File: src/sv/spl3d_ram.sv
module spl3d_ram #(
  parameter int WIDTH = 8,
  parameter int DEPTH = 16
) (
  input  logic                     clk_i,
  input  logic                     we_i,
  input  logic [$clog2(DEPTH)-1:0] waddr_i,
  input  logic [WIDTH-1:0]         wdata_i,
  input  logic                     re_i,
  input  logic [$clog2(DEPTH)-1:0] raddr_a_i,
  input  logic [$clog2(DEPTH)-1:0] raddr_b_i,
  output logic [WIDTH-1:0]         rdata_a_o,
  output logic [WIDTH-1:0]         rdata_b_o
);

  logic [WIDTH-1:0] mem_q [DEPTH];

  always_ff @(posedge clk_i) begin
    if (we_i) begin
      mem_q[waddr_i] <= wdata_i;
    end
  end

  // read-before-write on a same-address collision
  always_ff @(posedge clk_i) begin
    if (re_i) begin
      rdata_a_o <= mem_q[raddr_a_i];
      rdata_b_o <= mem_q[raddr_b_i];
    end
  end

endmodule

File: config.mk
export PLATFORM = sky130hd
export DESIGN_NAME = spl3d_ram
export DESIGN_NICKNAME = d
export VERILOG_FILES = /design/src/sv/spl3d_ram.sv
export SDC_FILE = /design/constraint.sdc
export NUM_CORES = 1
export LEC_CHECK = 0
export BUFFER_PORTS_ARGS = -buffer_cell sky130_fd_sc_hd__buf_2
export CORE_ASPECT_RATIO = 1.25
export CORE_MARGIN = 1
export CORE_UTILIZATION = 55
export DETAILED_ROUTE_END_ITERATION = 7
export PLACE_DENSITY = 0.78
export SETUP_SLACK_MARGIN = 0.1
export SKIP_CTS_REPAIR_TIMING = 1
export SYNTH_ARGS = -nofsm -noshare
export SYNTH_HDL_FRONTEND = slang
export SYNTH_SLANG_ARGS = --single-unit
File: constraint.sdc
create_clock -name clk_i -period 1.6 [get_ports clk_i]
set_input_delay 0.24 -clock clk_i [delete_from_list [all_inputs] [get_ports clk_i]]
set_output_delay 0.24 -clock clk_i [all_outputs]
set_load 0.01 [all_outputs]
Word-level counts from Yosys, hierarchy flattened. Memory sizes are Yosys's and may differ from the RTL's. A register that Yosys moved wholly into a read port is not among the register bits. Index checks and enable logic that the tools add are counted.

Register bits: 0. RAM bits: 128. Output and inout bits: 16. Logic and storage cells: 3. Memories kept: 1. Input port bits: 23.

Mux-type cells: 2.

Memories: mem_q (depth 16, bits a word 8, rd ports 2, clocked after Yosys merged registers in 2, write ports 1, RTL line 16) `logic [WIDTH-1:0] mem_q [DEPTH];`.

Operators with widths (number): 1-bit two-way mux (2).

Depth between registers and ports, before layout. Gate-level depths: netlist (run 1).

Word-level depth: 2. Gate-level depth with buffers: 5. Mapped depth without buffers: 3.

Least setup slack after synthesis (run 1). Ideal clock, no wire load.

Path type: input-to-reg. Start point: input waddr_i[2]. End point: memory mem_q[0][0] (enable). Path slack: -0.133 ns. Cell stages on the path: 2. Required time: 1.217 ns. Arrival: 1.350 ns. Library setup time: 0.383 ns. Path buffers: 0. Path through: or3b_2 > nor3_1.

RTL lines: start, declared (RTL line 7) `input logic [$clog2(DEPTH)-1:0] waddr_i,`; end, declared (RTL line 16).

No word-level cell before the write port.

==> summary.txt, run 1 <==
Power
  • Net switching share of the total power: 0.2061
  • Switching power: approximately 1.8 mW
  • Pint: roughly 7 mW
  • Leakage: roughly 2.7 nW
  • Sequential Power Share: 0.487
  • Gate power share: 0.079
  • Clock power share: 0.433
  • Worst vdd ir: ~0.90 mV
  • PwrDens: between 1000 and 1500 nW/um^2

Clocking
  • TritonCTS buffer count: 17
  • Clk_lat worst skew: 0.42 ns
  • CTS tree: yes
  • Worst-path clk slew: 0.06 ns
  • Htree depth: 4
  • CTS Sinks: roughly 140
  • Deepest clock path buffer count: 2
  • Root Buffer Master: clkbuf_16

Run status
  • Status: finished, final reports clean

Detailed routing
  • Residual DRC: 0
  • Via/cell ratio: between 6 and 7
  • Final ANT Viol Nets: 0
  • 1st-pass router iterations: 5
  • Vias: between 3,000 and 4,000
  • DRT iter0 DRCs: about 340
  • Final WL: about 15 mm
  • Routed length per placed instance: 27.40 um

Worst setup path
  • R2R setup slack: 0.02 ns
  • Worst setup EP type: flip-flop
  • FF-to-FF Start: mem_q[0][0]
  • Worst EP arrival: ~1.7 ns
  • Cells on worst reg2reg path: 3
  • Crit-path cells: mux4_4, a22oi_2, nand2_1
  • Buf/Inv on CP: 0
  • Kind of critical path: reg2reg
  • CP max FO: 2
  • CP Launch Type: flip-flop
  • Critical R2R Capture: rdata_a_o[0]
  • CP Data Required Time: roughly 1.8 ns
  • Slowest stage delay, CP: 0.62 ns
  • Critical path's top delay family: multiplexers
  • Slowest CP cell: mux4_4

Placed design
  • Post-DP HPWL: 9.709 mm
  • Post-Place Cells: 500
  • Place WS: -0.2729 ns
  • RePlAce Congestion: 0.7736
  • I/O Buffers: 38

Synthesis
  • Post-Syn Instances: around 300
  • Post-synth top flop: edfxtp_1
  • Register area share after synthesis: 0.6646
  • Post-synth EDFFs: ~140
  • FFs w/ async S/R, synth: 0
  • Syn_nets: between 300 and 400
  • Synth Cell Area: 6506 sq um
  • Yosys cell types: 19
  • Syn Area/Cell: between 20 and 25 sq um
  • Post-synthesis register bit count: between 100 and 150
  • Yosys warns: 0

Floorplanning
  • Die Height: approximately 120 um
  • Num ports: 39
  • Initial Utilization: 0.5628
  • Chip Width: ~100 um
  • Core area: roughly 12,000 sq um
  • FP Rows: 44
  • DIE AREA: about 12,000 sq um

Global route
  • GR Util All Layers: 0.2564
  • Vias in the first global route: roughly 3,700
  • Initial antenna violation count: 0
  • Total congestion overflow: 0
  • Largest net degree at the start of global routing: 21
  • First-pass GRT wire length: 21.22 mm

Run
  • Max-Cap Viols: 0

Layout
  • Layout cells sized above 1: 0.4071
  • Area of the multi-input gates: between 2000 and 2500 sq um
  • Nets: 404
  • Layout Cells excl Fill: between 500 and 600
  • Number of fill cells in the layout: between 700 and 800
  • Storage element area: between 4000 and 5000 sq um
  • N_diodes: 0
  • Area Overhead vs Synth: 17.94%

Timing
  • Worst-margin pin slew: about 1.1 ns
  • Final period util: 0.9897
  • Setup violations, final: 0
  • Slew HR: 0.2761
  • Final WS setup: 0.01649 ns
  • Fmax: ~630 MHz
  • Unrepaired setup endpoints after global routing: yes
  • Final slew viol count: 0
  • Crit path time final: about 1.6 ns
  • Final Skew: ~0.006 ns
  • Final Hold Violating Endpoints: 0

Min path
  • Hold WC Path Type: in2reg
  • Worst Hold Depth: 1
  • Worst hold start: wdata_i[4]
  • WHS Endpoint: mem_q[3][4]
-- power by group through the flow --
stage               Clock [mW]  Combinational [mW]  Sequential (mW)
floorplan                    0               0.390             4.39
CTS                       3.87               0.681             4.31
detailed placement           0               0.679             4.38
global route              4.02               0.745             4.32
global placement             0               0.661             4.38
finish                    3.83               0.702             4.31
-- logic make-up after synthesis --
family	synth area share
DFF	0.6646
muxes	0.2385
and+or+nand+nor	0.03346
AOI/OAI and AO/OA	0.03692
buffers and inverters	0.02654
-- placed cells by master (no fill, tap or decap) --
| cell | instances |
|---|---|
| nand2_2 | 1 |
| clkinv_2 | 5 |
| and2b_1 | 2 |
| mux4_4 | 2 |
| edfxtp_1 | 144 |
| buf_4 | 30 |
| nand3b_1 | 2 |
| nand3_1 | 1 |
| nor3_1 | 3 |
| and2_1 | 2 |
| mux4_2 | 41 |
| a22oi_1 | 21 |
| clkinv_1 | 2 |
| nand2_1 | 16 |
| a22oi_2 | 11 |
| clkbuf_1 | 1 |
| bufinv_16 | 3 |
| nand2b_1 | 2 |
| mux4_1 | 21 |
| or3b_2 | 1 |
| nor2b_1 | 2 |
| clkinv_4 | 1 |
| buf_12 | 7 |
| buf_2 | 38 |
| nor2_1 | 14 |
| clkinvlp_4 | 2 |
| clkbuf_16 | 17 |
| nor3_2 | 1 |
-- through the flow --
stage                 util  setup TNS [ns]  cell area (sq um)  power, mW  hold WS (ns)
floorplan                -               0               6526      4.784        0.3389
global placement    0.6106          -2.579               7059      5.037        0.6062
detailed placement  0.6106          -3.002               7059      5.063        0.6303
CTS                 0.6604        -0.06135               7635      8.855        0.1927
global route        0.6637        -0.02564               7674      9.082        0.2011
finish              0.6637               0               7674      8.841        0.2018
-- routing by layer --
layer	GRT usage	share of wire	vias up
met2	0.4427	0.52	182
met5	0	0	-
li1	-	-	1499
met3	0.04770	0.075	32
met4	0.1333	0.030	0
met1	0.3116	0.37	1859
-- worst register-to-register path: stages (launching register included) --
cell and delay [ns]:
edfxtp_1 0.41, mux4_4 0.62, a22oi_2 0.23, nand2_1 0.08
-- area by class of cell --
| class | count | share of cell area |
|---|---|---|
| clock inverter | 13 | 0.01908 |
| sequential | 144 | 0.5635 |
| timing repair buffer | 75 | 0.07240 |
| clock buffer | 18 | 0.05593 |
| multi-input combinational | 143 | 0.2666 |
| tap | 138 | 0.02250 |
-- cells in the mapped netlist (2+ instances only) --
library cell     number  area share
nand2b_1              2      0.0019
buf_4                 2      0.0023
nor2b_1               2      0.0019
and2_1                2      0.0019
nand3b_1              2      0.0023
mux4_1               28        0.11
edfxtp_1            144        0.66
buf_6                 6       0.010
and2b_1               2      0.0023
mux4_2               34        0.12
buf_2                 6      0.0046
mux4_4                2      0.0077
nor3_1                4      0.0031
nand2_1              17      0.0098
nor2_1               14      0.0081
clkdlybuf4s25_2       6      0.0092
a22oi_1              32       0.037
-- worst max path at each step --
stage	from	endpoint	slack [ns]	cells after the start
3_3_place_gp	raddr_b_i[0]	rdata_b_o[5]	-0.25	6
3_5_place_dp	raddr_b_i[0]	rdata_b_o[5]	-0.27	6
6_report	mem_q[0][0]	rdata_a_o[0]	0.02	3
4_1_cts	mem_q[2][0]	rdata_a_o[0]	-0.06	3
5_1_grt	mem_q[2][0]	rdata_a_o[0]	-0.02	3
2_1_floorplan	raddr_a_i[0]	rdata_a_o[1]	0.08	5
-- flip-flops by register name (all words and copies together), names as in the netlist --
name	cells
mem_q	128
rdata_b_o	8
rdata_a_o	8
No activity file was read; power rests on OpenSTA's default activity.
==> inputs of run 2 (changes only) <==
- GPL_TIMING_DRIVEN: unset -> 0
==> run 2 against run 1 <==
- the flow now finishes with violations (negative setup slack)
- clock-buffer cell count up 1
- global-route usage up 1.0 points
- hold slack better by 0.0060 ns
- die area unchanged
- design area down 0.86%
==> summary.txt, run 2 (same netlist as run 1, synthesis figures left out) <==
Global route
  • First-pass GRT wire length: around 22 mm
  • Largest net degree at the start of global routing: 17
  • GR Util All Layers: 0.2665
  • Initial antenna violation count: 0
  • Total congestion overflow: 0
  • Vias in the first global route: between 3,000 and 4,000

Floorplanning
  • FP Rows: 44
  • DIE AREA: about 12,000 sq um
  • Die Height: around 120 um
  • Core area: about 12,000 sq um
  • Num ports: 39
  • Initial Utilization: 0.5628
  • Chip Width: around 99 um

Placed design
  • RePlAce Congestion: between 0.7 and 0.8
  • Post-Place Cells: roughly 480
  • Post-DP HPWL: between 9 and 10 mm
  • Place WS: -0.5245 ns
  • I/O Buffers: 36

Detailed routing
  • Residual DRC: 0
  • Routed length per placed instance: between 30 and 40 um
  • Final WL: between 15 and 20 mm
  • Via/cell ratio: just over 7
  • DRT iter0 DRCs: about 350
  • 1st-pass router iterations: 7
  • Final ANT Viol Nets: 0
  • Vias: ~3,700

Layout
  • Largest Register: mem_q
  • Area Overhead vs Synth: 16.92%
  • N_diodes: 0
  • Regs by FF count: mem_q (128), rdata_a_o (8), rdata_b_o (8)
  • Most frequent cells in the layout: 144 x edfxtp_1, 42 x buf_2, 42 x mux4_2
  • Nets: 386
  • Largest register FFs: between 100 and 150
  • Layout cells sized above 1: 0.4069
  • Commonest non-fill, non-tap cell in the layout: edfxtp_1
  • Layout Cells excl Fill: a little over 500

Worst setup path
  • Buf/Inv on CP: 0
  • Crit-path cells: mux4_4, a22oi_2, nand2_1
  • Slowest CP cell: mux4_4
  • Critical R2R Capture: rdata_b_o[7]
  • Slowest stage delay, CP: between 0.6 and 0.7 ns
  • Kind of critical path: reg2reg
  • Worst EP arrival: about 1.8 ns
  • R2R setup slack: -0.03 ns
  • CP Launch Type: flip-flop
  • Cells on worst reg2reg path: 3
  • Critical path's top delay family: multiplexers
  • Worst setup EP type: flip-flop
  • FF-to-FF Start: mem_q[3][7]
  • CP Data Required Time: ~1.8 ns
  • CP max FO: 2

Power
  • Leakage: 2.568 nW
  • Worst vdd ir: 0.7083 mV
  • PwrDens: around 1200 nW/um^2
  • Power, Total: 9.293 mW

Timing
  • Unrepaired setup endpoints after global routing: yes
  • Crit path time final: between 1.5 and 2 ns
  • Fmax: between 600 and 700 MHz
  • Worst hold margin: between 0.2 and 0.25 ns
  • Slew HR: 0.3364
  • Worst-margin pin slew: 0.9917 ns
  • Final period util: 1.016
  • Final WS setup: -0.02548 ns
  • Final Skew: 0.006104 ns
  • Setup violations, final: 1
  • Final Hold Violating Endpoints: 0
  • Final slew viol count: 0

Min path
  • WHS Endpoint: mem_q[3][5]
  • Worst hold start: wdata_i[5]
  • Worst Hold Depth: 1
  • Hold WC Path Type: in2reg

Clocking
  • Worst-path clk slew: approximately 0.060 ns
  • CTS tree: yes
  • TritonCTS buffer count: 17
  • CTS Sinks: ~140
  • Htree depth: 4
  • Root Buffer Master: clkbuf_16
  • Deepest clock path buffer count: 2
  • Clk_lat worst skew: 0.42 ns

Run status
  • Failing checks: negative setup slack
  • Status: finished with violations

Run
  • Max-Cap Viols: 0
==> run 2: cell count changes in the layout (fill, tap and decap cells not counted), sizes merged <==
cell / previous run / this run
buf: 75 / 50
bufinv: 3 / 5
clkbuf: 18 / 20
clkdlybuf4s25: 0 / 6
clkinv: 8 / 6
clkinvlp: 2 / 1
inv: 0 / 1
==> run 2: worst max-delay path by stage <==
stage / slack [ns] / endpoint / cells after the start / startpoint
after global placement: -0.49 / mem_q[12][1] / 3 / we_i
final: -0.03 / rdata_b_o[7] / 3 / mem_q[3][7]
after detailed placement: -0.52 / mem_q[4][2] / 3 / waddr_i[3]
after floorplan: 0.08 / rdata_a_o[1] / 5 / raddr_a_i[0]
after global routing: -0.03 / rdata_b_o[6] / 3 / mem_q[10][6]
after CTS: -0.08 / rdata_b_o[7] / 3 / mem_q[3][7]
==> run 2: routing by layer <==
metal | vias to the layer above | wire, um | GRT usage
li1 | 1468 | - | -
met1 | 1860 | 5235 | 0.3102
met2 | 269 | 8485 | 0.4683
met3 | 59 | 1230 | 0.05387
met4 | 0 | 604 | 0.1452
met5 | - | 0 | 0
==> run 2: layout make-up <==
class                   count  area, sq um
plain buffers              20        195.2
clock buffers              19        432.9
clock inverters            13        211.5
fillers                   718         3954
multi-input cells         143         2083
flip-flops and latches    144         4324
well taps                 138        172.7
repair buffers             37        187.7
==> run 2: worst reg2reg max path, stage by stage, from the launching register on <==
cell      delay [ns]
edfxtp_1        0.41
mux4_4          0.66
a22oi_2         0.20
nand2_1         0.11
==> run 2: power by group <==
| group | internal [mW] | total [mW] | leakage (nW) | switching [mW] |
|---|---|---|---|---|
| sequential | 4.27 | 4.31 | 1.32 | 0.0397 |
| clock | 2.77 | 4.27 | 0.311 | 1.50 |
| combinational | 0.313 | 0.709 | 0.941 | 0.396 |
==> run 2: through the flow <==
| stage | util | cell area [sq um] | setup TNS [ns] |
|---|---|---|---|
| after floorplan | - | 6526 | 0 |
| after global placement | 0.5950 | 6879 | -30.20 |
| after CTS | 0.6512 | 7528 | -1.645 |
| final | 0.6580 | 7607 | -0.02548 |
| after detailed placement | 0.5955 | 6884 | -29.20 |
| after global routing | 0.6580 | 7607 | -0.04690 |
==> inputs of run 3 (changes only) <==
--- a/config.mk
+++ b/config.mk
@@ -7,10 +7,12 @@
 export LEC_CHECK = 0
 export BUFFER_PORTS_ARGS = -buffer_cell sky130_fd_sc_hd__buf_2
+export CELL_PAD_IN_SITES_DETAIL_PLACEMENT = 1
+export CELL_PAD_IN_SITES_GLOBAL_PLACEMENT = 1
 export CORE_ASPECT_RATIO = 1.25
 export CORE_MARGIN = 1
-export CORE_UTILIZATION = 55
+export CORE_UTILIZATION = 48
 export DETAILED_ROUTE_END_ITERATION = 7
 export GPL_TIMING_DRIVEN = 0
-export PLACE_DENSITY = 0.78
+export PLACE_DENSITY = 0.77
 export SETUP_SLACK_MARGIN = 0.1
 export SKIP_CTS_REPAIR_TIMING = 1
==> constraint.sdc (replaced) <==
create_clock -name clk_i -period 1.6 [get_ports clk_i]
set_input_delay 0.32 -clock clk_i [delete_from_list [all_inputs] [get_ports clk_i]]
set_output_delay 0.32 -clock clk_i [all_outputs]
set_load 0.01 [all_outputs]
==> run 3 against run 2 <==
- the run now ends clean
- die area up 14%
- largest cell class unchanged
- clock power decreased by 4%
- maximum frequency is 2.3% higher
- global-route usage down 1.2 points
==> summary.txt, run 3 (same netlist as run 1, synthesis figures left out) <==
Worst setup path
  • CP max FO: 2
  • Worst EP arrival: roughly 1.7 ns
  • Worst setup EP type: flip-flop
  • Slowest stage delay, CP: approximately 0.63 ns
  • Critical path's top delay family: multiplexers
  • Crit-path cells: mux4_4, a22oi_2, nand2_1
  • CP Launch Type: flip-flop
  • CP Data Required Time: roughly 1.8 ns
  • Buf/Inv on CP: 0
  • Kind of critical path: reg2reg
  • Slowest CP cell: mux4_4

Clocking
  • Deepest clock path buffer count: 2
  • Htree depth: 4
  • Clk_lat worst skew: roughly 0.42 ns
  • CTS tree: yes
  • TritonCTS buffer count: 17
  • Worst-path clk slew: 0.06 ns
  • CTS Sinks: between 100 and 150
  • Root Buffer Master: clkbuf_16

Timing
  • Crit path time final: 1.589 ns
  • Final Skew: 0.01188 ns
  • Slew HR: 0.3304
  • Final WS setup: about 0.011 ns
  • Final slew viol count: 0
  • Fmax: 629.5 MHz
  • Final Hold Violating Endpoints: 0
  • Worst-margin pin slew: 1.001 ns
  • Unrepaired setup endpoints after global routing: yes
  • Final period util: 0.9928
  • Setup violations, final: 0

Floorplanning
  • FP Rows: 47
  • Initial Utilization: 0.4917
  • Core area: 13,230 sq um
  • Die Height: 132.2 um
  • Chip Width: 106.1 um
  • Num ports: 39
  • DIE AREA: roughly 14,000 sq um

Layout
  • Area of the multi-input gates: ~2000 sq um
  • Largest register FFs: between 100 and 150
  • Layout cells sized above 1: 0.4507
  • Storage element area: approximately 4300 sq um
  • Area Overhead vs Synth: 16.63%
  • Commonest non-fill, non-tap cell in the layout: edfxtp_1
  • Largest Register: mem_q
  • Regs by FF count: mem_q (128), rdata_a_o (8), rdata_b_o (8)
  • Finished Core Util: 0.5735
  • Nets: around 390
  • Number of fill cells in the layout: approximately 1,200
  • Most frequent cells in the layout: 144 x edfxtp_1, 60 x mux4_2, 42 x buf_2
  • Final non-filler cell area: ~7600 sq um
  • N_diodes: 0

Detailed routing
  • DRT iter0 DRCs: 275
  • Routed length per placed instance: 30.01 um
  • Final WL: between 15 and 20 mm
  • Residual DRC: 0
  • 1st-pass router iterations: 4
  • Final ANT Viol Nets: 0
  • Vias: ~3,500
  • Via/cell ratio: ~6.3

Placed design
  • RePlAce Congestion: ~0.82
  • Post-DP Area: between 6000 and 7000 sq um
  • I/O Buffers: 36
  • Post-DP HPWL: around 11 mm
  • Place WS: -0.6020 ns

Global route
  • Initial antenna violation count: 0
  • GR Util All Layers: 0.2543
  • Largest net degree at the start of global routing: 17
  • First-pass GRT wire length: around 24 mm
  • Vias in the first global route: just under 4,000
  • Total congestion overflow: 0

Power
  • PwrDens: about 1200 nW/um^2
  • Leakage: between 2 and 2.5 nW
  • Worst vdd ir: around 0.85 mV

Run status
  • Status: finished, final reports clean

Min path
  • Hold WC Path Type: in2reg

Run
  • Max-Cap Viols: 0
## run 3: cell count changes in the layout (fill, tap and decap cells not counted), sizes merged
cell,previous run,this run
clkinvlp,1,3
bufinv,5,3
inv,1,2
clkbuf,20,18
## run 3: layer usage
layer / share of wire / global-route usage / wire length, um
met5: 0 / 0 / 0
met4: 0.036 / 0.1304 / 592
met3: 0.053 / 0.06080 / 865
met2: 0.55 / 0.4405 / 9042
met1: 0.36 / 0.2918 / 5888
## run 3: where the power goes
group	internal, mW	total (mW)	switching (mW)	leakage, nW
Clock	2.48	4.09	1.61	0.289
Sequential	4.27	4.31	0.0388	1.32
Combinational	0.329	0.739	0.410	0.880
Total	7.08	9.14	2.06	2.48
## run 3: area by class of cell
type / instances / share of cell area
clock inverter: 14 / 0.02440
sequential: 144 / 0.5698
tap: 171 / 0.02819
buffer: 20 / 0.03166
timing repair buffer: 36 / 0.02374
multi-input combinational: 143 / 0.2656
clock buffer: 18 / 0.05655
## run 3: path summary, 6_finish.rpt
check,slack (ns),cells past startpoint,endpoint,from
hold / removal,0.30,1,mem_q[6][5],wdata_i[5]
setup / recovery,0.01,3,rdata_a_o[0],mem_q[2][0]
hold reg to reg,0.80,3,rdata_a_o[2],mem_q[13][2]
setup reg to reg,0.01,3,rdata_a_o[0],mem_q[2][0]
## run 3: per-stage QoR
step	total power, mW	instances	hold slack [ns]	TNS (ns)
3_5_place_dp	5.103	514	0.7269	-37.72
5_1_grt	9.372	546	0.2902	-0.03248
6_report	9.142	546	0.2959	0
3_3_place_gp	5.065	514	0.7082	-37.44
2_1_floorplan	4.813	307	0.4189	0
4_1_cts	9.164	546	0.2775	-3.062
